--- src/sv/bitmap_first_free_allocator_macros.svh ---
// ----------------------------------------------------------------------------
// Bitmap allocator assertion macros
// Concurrent assertion wrappers clocked on clk, disabled during rst_n low.
// ----------------------------------------------------------------------------
`ifndef BITMAP_FIRST_FREE_ALLOCATOR_MACROS_SVH
`define BITMAP_FIRST_FREE_ALLOCATOR_MACROS_SVH

// same-cycle implication
`define BFFA_ASSERT_NOW(lbl, ante, cons, msg) \
    lbl: assert property (@(posedge clk) disable iff (!rst_n) (ante) |-> (cons)) \
        else $error(msg);

// next-cycle implication
`define BFFA_ASSERT_NEXT(lbl, ante, cons, msg) \
    lbl: assert property (@(posedge clk) disable iff (!rst_n) (ante) |=> (cons)) \
        else $error(msg);

`endif

--- src/sv/bffa_pkg.sv ---
// ----------------------------------------------------------------------------
// Bitmap allocator package
// Field widths, function and status codes, sequencer states, shared helpers.
// ----------------------------------------------------------------------------
`default_nettype none

package bffa_pkg;

    localparam int FUNC_W        = 2;
    localparam int ADDR_W        = 10;
    localparam int DATA_W        = 32;
    localparam int SLOT_W        = 16;
    localparam int STAT_W        = 2;
    localparam int CFG_IDX_W     = 1;
    localparam int CFG_DATA_W    = 16;
    localparam int MAX_WORD_BITS = 64;
    localparam int MAX_BIT_W     = 6;

    localparam logic [FUNC_W-1:0] FN_LOAD  = 2'd0;
    localparam logic [FUNC_W-1:0] FN_ALLOC = 2'd1;
    localparam logic [FUNC_W-1:0] FN_MARK  = 2'd2;

    localparam logic [STAT_W-1:0] ST_OK    = 2'd0;
    localparam logic [STAT_W-1:0] ST_FULL  = 2'd1;
    localparam logic [STAT_W-1:0] ST_RANGE = 2'd2;

    localparam logic [CFG_IDX_W-1:0] CFG_SLOT_LIMIT = 1'b0;
    localparam logic [CFG_IDX_W-1:0] CFG_INDEX_BASE = 1'b1;

    localparam logic [CFG_DATA_W-1:0] SLOT_LIMIT_RST = 16'd32768;

    typedef enum logic [2:0] {
        S_CLEAR,
        S_IDLE,
        S_SCAN,
        S_MDIV,
        S_MRD,
        S_MWR,
        S_RESULT
    } bffa_state_t;

    typedef struct packed {
        logic busy;
        logic done;
    } bffa_div_stat_t;

    function automatic logic [MAX_BIT_W-1:0] bffa_ffs(input logic [MAX_WORD_BITS-1:0] v);
        logic [MAX_WORD_BITS-1:0] low;
        logic [MAX_BIT_W-1:0]     idx;
        low = v & (~v + {{(MAX_WORD_BITS-1){1'b0}}, 1'b1});
        idx = '0;
        for (int i = 0; i < MAX_WORD_BITS; i++)
        begin
            if (low[MAX_BIT_W'(i)])
            begin
                idx = idx | MAX_BIT_W'(i);
            end
        end
        return idx;
    endfunction

endpackage

`default_nettype wire

--- src/sv/bffa_div.sv ---
// ----------------------------------------------------------------------------
// Divider by a constant
// Reciprocal multiplication, quotient then remainder registered; splits a slot
// number into word address and bit position.
// ----------------------------------------------------------------------------
`default_nettype none

module bffa_div #(
    parameter int DIVISOR = 32,
    parameter int IN_W    = 16
) (
    input  wire logic                         clk,
    input  wire logic                         rst_n,
    input  wire logic                         start,
    input  wire logic [IN_W-1:0]              dividend,
    output bffa_pkg::bffa_div_stat_t          stat,
    output logic      [IN_W-1:0]              quotient,
    output logic      [$clog2(DIVISOR)-1:0]   remainder
);
    import bffa_pkg::*;

    localparam int     RW    = $clog2(DIVISOR);
    localparam int     MW    = IN_W + 2;
    localparam int     PW    = IN_W + MW;
    localparam longint RECIP = ((longint'(1) << (IN_W + RW)) / DIVISOR) + 1;

    logic            busy_reg;
    logic            done_reg;
    logic [IN_W-1:0] x_reg;
    logic [IN_W-1:0] q_reg;
    logic [RW-1:0]   rem_reg;
    logic [PW-1:0]   prod;
    logic [IN_W-1:0] q_est;
    logic [IN_W-1:0] q_times_d;
    logic [IN_W-1:0] diff;

    always_comb
    begin
        prod      = PW'(dividend) * PW'(RECIP);
        q_est     = IN_W'(prod >> (IN_W + RW));
        q_times_d = q_reg * IN_W'(DIVISOR);
        diff      = x_reg - q_times_d;
    end

    always_ff @(posedge clk or negedge rst_n)
    begin
        if (!rst_n)
        begin
            busy_reg <= 1'b0;
            done_reg <= 1'b0;
        end
        else
        begin
            busy_reg <= start;
            done_reg <= busy_reg;
        end
    end

    always_ff @(posedge clk)
    begin
        if (start)
        begin
            x_reg <= dividend;
            q_reg <= q_est;
        end
        if (busy_reg)
        begin
            rem_reg <= diff[RW-1:0];
        end
    end

    assign stat      = '{busy: busy_reg, done: done_reg};
    assign quotient  = q_reg;
    assign remainder = rem_reg;
endmodule

`default_nettype wire

--- config.mk ---
export PLATFORM = sky130hd
export DESIGN_NAME = bffa_div
export DESIGN_NICKNAME = d
export VERILOG_FILES = /design/src/sv/bitmap_first_free_allocator_macros.svh /design/src/sv/bffa_pkg.sv /design/src/sv/bffa_div.sv
export SDC_FILE = /design/constraint.sdc
export NUM_CORES = 1
export LEC_CHECK = 0
export ABC_AREA = 1
export BUFFER_PORTS_ARGS = -buffer_cell sky130_fd_sc_hd__buf_4
export CORE_MARGIN = 2
export CORE_UTILIZATION = 44
export DETAILED_ROUTE_END_ITERATION = 12
export PLACE_DENSITY = 0.8
export SYNTH_ARGS = -nofsm -noshare
export SYNTH_HDL_FRONTEND = slang
export SYNTH_SLANG_ARGS = --single-unit
--- constraint.sdc ---
create_clock -name clk -period 1.1 [get_ports clk]
set_input_delay 0.275 -clock clk [delete_from_list [all_inputs] [get_ports clk]]
set_output_delay 0.275 -clock clk [all_outputs]
set_load 0.02 [all_outputs]
### Word level (Yosys, flattened, before mapping)

Index checks and enable logic that the tools add are counted.

* register bits after elaboration: 24
* input port bits: 19
* output and inout bits: 23
* word-level logic and storage cells: 7

* add/subtract/negate cells: 1
* multiply operators: 1

Operator list (number)
* multiplier 16 x 17 -> 33 bit, second input constant: 1
* subtractor 5 x 1 -> 5 bit, second input constant: 1

### Logic depth before layout (Yosys ltp)

* depth in word-level cells: 1
* depth in mapped cells: 1
* gate-level depth less buffers: 0

### Least setup slack after synthesis

No wires, ideal clock.

* path kind: register -> output
* start point: register busy_reg
* end point: output stat[1] (netlist name)
* arrival time: 600 ps
* required time: 825 ps
* path slack: 225 ps
* stages on the path, launching flop included: 2
* path through: dfrtp_1 -> buf_4

RTL lines
* start: declaration: RTL line bffa_div.sv:27 `logic busy_reg;`
* start signal: assignment: RTL line bffa_div.sv:54 `busy_reg <= start;`
* end: declaration: RTL line bffa_div.sv:16 `output bffa_pkg::bffa_div_stat_t stat,`

No word-level cell between the ends.

### Worst setup path after layout

* start point: register busy_reg
* end point: output stat[1] (netlist name)

No word-level cell between the ends.

==> results_dict.tcl <==
set metrics [dict create \
    clk_pin_slew_ns 0.11 \
    start_kind "flip-flop" \
    initial_core_util_pct 47.8 \
    yosysTopAreaCellShare_pct 85.6 \
    status "finished with violations" \
    dpl_cell_area_sq_um 990 \
    via_count 398 \
    syn_area_per_cell_sq_um 23.8 \
    worst-path-buf-inv 1 \
    rsz0062_at_grt "yes" \
    ys_types 4 \
    drc 0 \
    synthArstFlopShare_pct 8.70 \
    grt_overflow 0 \
    grt_max_degree 18 \
    gp_congestion 0.671 \
    p_per_area_nw_per_um2 1540 \
    period_share_pct 104 \
    synth_cells 31 \
    clk_path_buf_depth 2 \
    hold_path_end "quotient[5]$_DFFE_PP_" \
    yosysSeqAreaShare_pct 92.4 \
    hold_path.class "in -> reg" \
    antenna_found_initial 0 \
    die_height_microns 44.9 \
    min_path_cells 1 \
    die_width_microns 44.9 \
    multi_input_area_sq_um 18.8 \
    crit_family "flip-flops" \
    timing.fmax_mhz 875 \
    grt_pass1_wl_mm 1.75 \
    worstRegToRegCells 1 \
    max_stage_delay_ns 0.44 \
    fp.dieArea_sq_um 2020 \
    synth_compound_area_share_pct 0 \
    final-seq-area_sq_um 682 \
    worstSkewPairLatency_ns 0.30 \
    nets 90 \
    ys.flop_type "edfxtp_1" \
    cp.required_ns 0.82 \
    largest_reg_flops 11 \
    yosysTopAreaCell "edfxtp_1" \
    yosysWarnings 0 \
    wirelength_mm 1.17 \
    crit_chain "buf_6" \
    synth_xor_area_share_pct 0 \
    synth_common_cells "edfxtp_1, buf_4, dfrtp_1" \
    grt_usage_pct 13.5 \
    hold_start "dividend[10]" \
    cts-root-buf "clkbuf_4" \
    htreeDepth 1 \
    wl_per_cell_microns 13.5 \
    synth_top_family_by_area "buffers and inverters" \
    core_sq_um 1540 \
    drtIter0Drc 7 \
    rows 14 \
    cpMaxStageDelayCell "dfrtp_2" \
    grt_pass1_vias 399 \
    n_fill_cell 102 \
    synthMuxAreaShare_pct 0 \
    skew_ns 0.00112 \
    drive_gt1_share_pct 58.6 \
    io-pin-count 42 \
    synth_edf_count 21 \
    via_per_inst 4.63 \
    reg2reg_slack_ns 0.28 \
    path_class "reg -> out" \
    arrival_ns 0.87 \
    r2r-end "remainder[4]$_DFFE_PP_" \
    cts_tree "built" \
    num_antenna_cells 0 \
    p_leak_nw 0.463 \
    synthAdderAreaFrac_pct 0 \
    final_cell_area_sq_um 1100 \
    synth_seq_cells 23 \
    final-hold-violation-count 0 \
    maxCapViolCount 0 \
    firstDrtPassIters 4 \
    slew_violations 0 \
    vdd.ir_drop.worst_uv 912 \
    area_delta_synth_final_pct 49.6 \
    io_buffers 36 \
    ys_top_cells_by_area "edfxtp_1, buf_4, dfrtp_1, conb_1" \
    ant_nets 0 \
    setup_violations 17 \
    r2r_start "busy_reg$_DFF_PN0_" \
    fin_crit_ns 1.14 \
    clock_sinks 23 \
    violations "setup timing" \
    holdWs_ns 0.143 \
    yosysMostFrequentCell "edfxtp_1" \
    cp-end-kind "output port" \
    synth_simple_gate_area_share_pct 0 \
    synthesis.area_sq_um 737 \
    numCtsBuffers 3 \
    fin_ws_ns -0.0424 \
    cp_max_fo 2 \
    fin_total_pwr_mw 1.69 \
]
[how the worst max path moves through the flow]
stage	slack, ns	startpoint	cells past startpoint	endpoint
6_report	-0.04	busy_reg$_DFF_PN0_	1	stat[1]
5_1_grt	-0.09	quotient[0]$_DFFE_PP_	1	quotient[0]
4_1_cts	-0.05	busy_reg$_DFF_PN0_	1	stat[1]
3_5_place_dp	0.17	busy_reg$_DFF_PN0_	1	stat[1]
3_3_place_gp	0.20	busy_reg$_DFF_PN0_	1	stat[1]
2_1_floorplan	0.22	busy_reg$_DFF_PN0_	1	stat[1]
[placed cells by master, fill, tap and decap left out, drive strengths merged]
cell type	netlist	final
dlygate4sd3	0	1
conb	1	5
edfxtp	21	21
dfrtp	2	2
buf	7	37
clkbuf	0	4
[final cells by class]
class	instances	share of cell area (%)
timing repair buffer	38	32.2
clock buffer	4	2.38
multi-input combinational	5	1.70
sequential	23	61.9
tap	16	1.82
[cell families after synthesis]
kind of cell	count (synthesis)
flops	23
buf+inv	7
other cells	1
[metrics by stage]
stage | setup slack, ns | utilization [%] | TNS [ns] | cells
after floorplan | 0.225 | - | 0 | 35
after global routing | -0.0883 | 71.5 | -1.10 | 86
after CTS | -0.0518 | 71.3 | -0.509 | 86
after global placement | 0.203 | 64.2 | 0 | 80
after detailed placement | 0.174 | 64.2 | 0 | 80
final | -0.0424 | 71.5 | -0.279 | 86
[what timing repair did]
item,CTS,global route
resized for setup,18,1
endpoints found under the setup margin,18,18
setup buffers,1,0
endpoints found under the hold margin,2,0
hold buffers,1,0
pin swaps,0,0
[report_power, final]
group / total (mW) / leakage (nW) / internal (mW) / switching, mW
clock network: 0.368 / 0.0150 / 0.141 / 0.227
logic: 0.266 / 0.221 / 0.139 / 0.128
registers: 1.06 / 0.228 / 1.03 / 0.0270
total: 1.69 / 0.463 / 1.31 / 0.381
[per-layer routing]
layer	share of wire, %	GRT usage (%)	up-vias	wire length, microns
met5	0	0	-	0
met4	1.5	10.6	0	17
met3	14	6.80	2	159
met2	52	21.1	34	611
met1	32	13.3	183	378
li1	-	-	179	-
(Power assumes the default switching activity.)
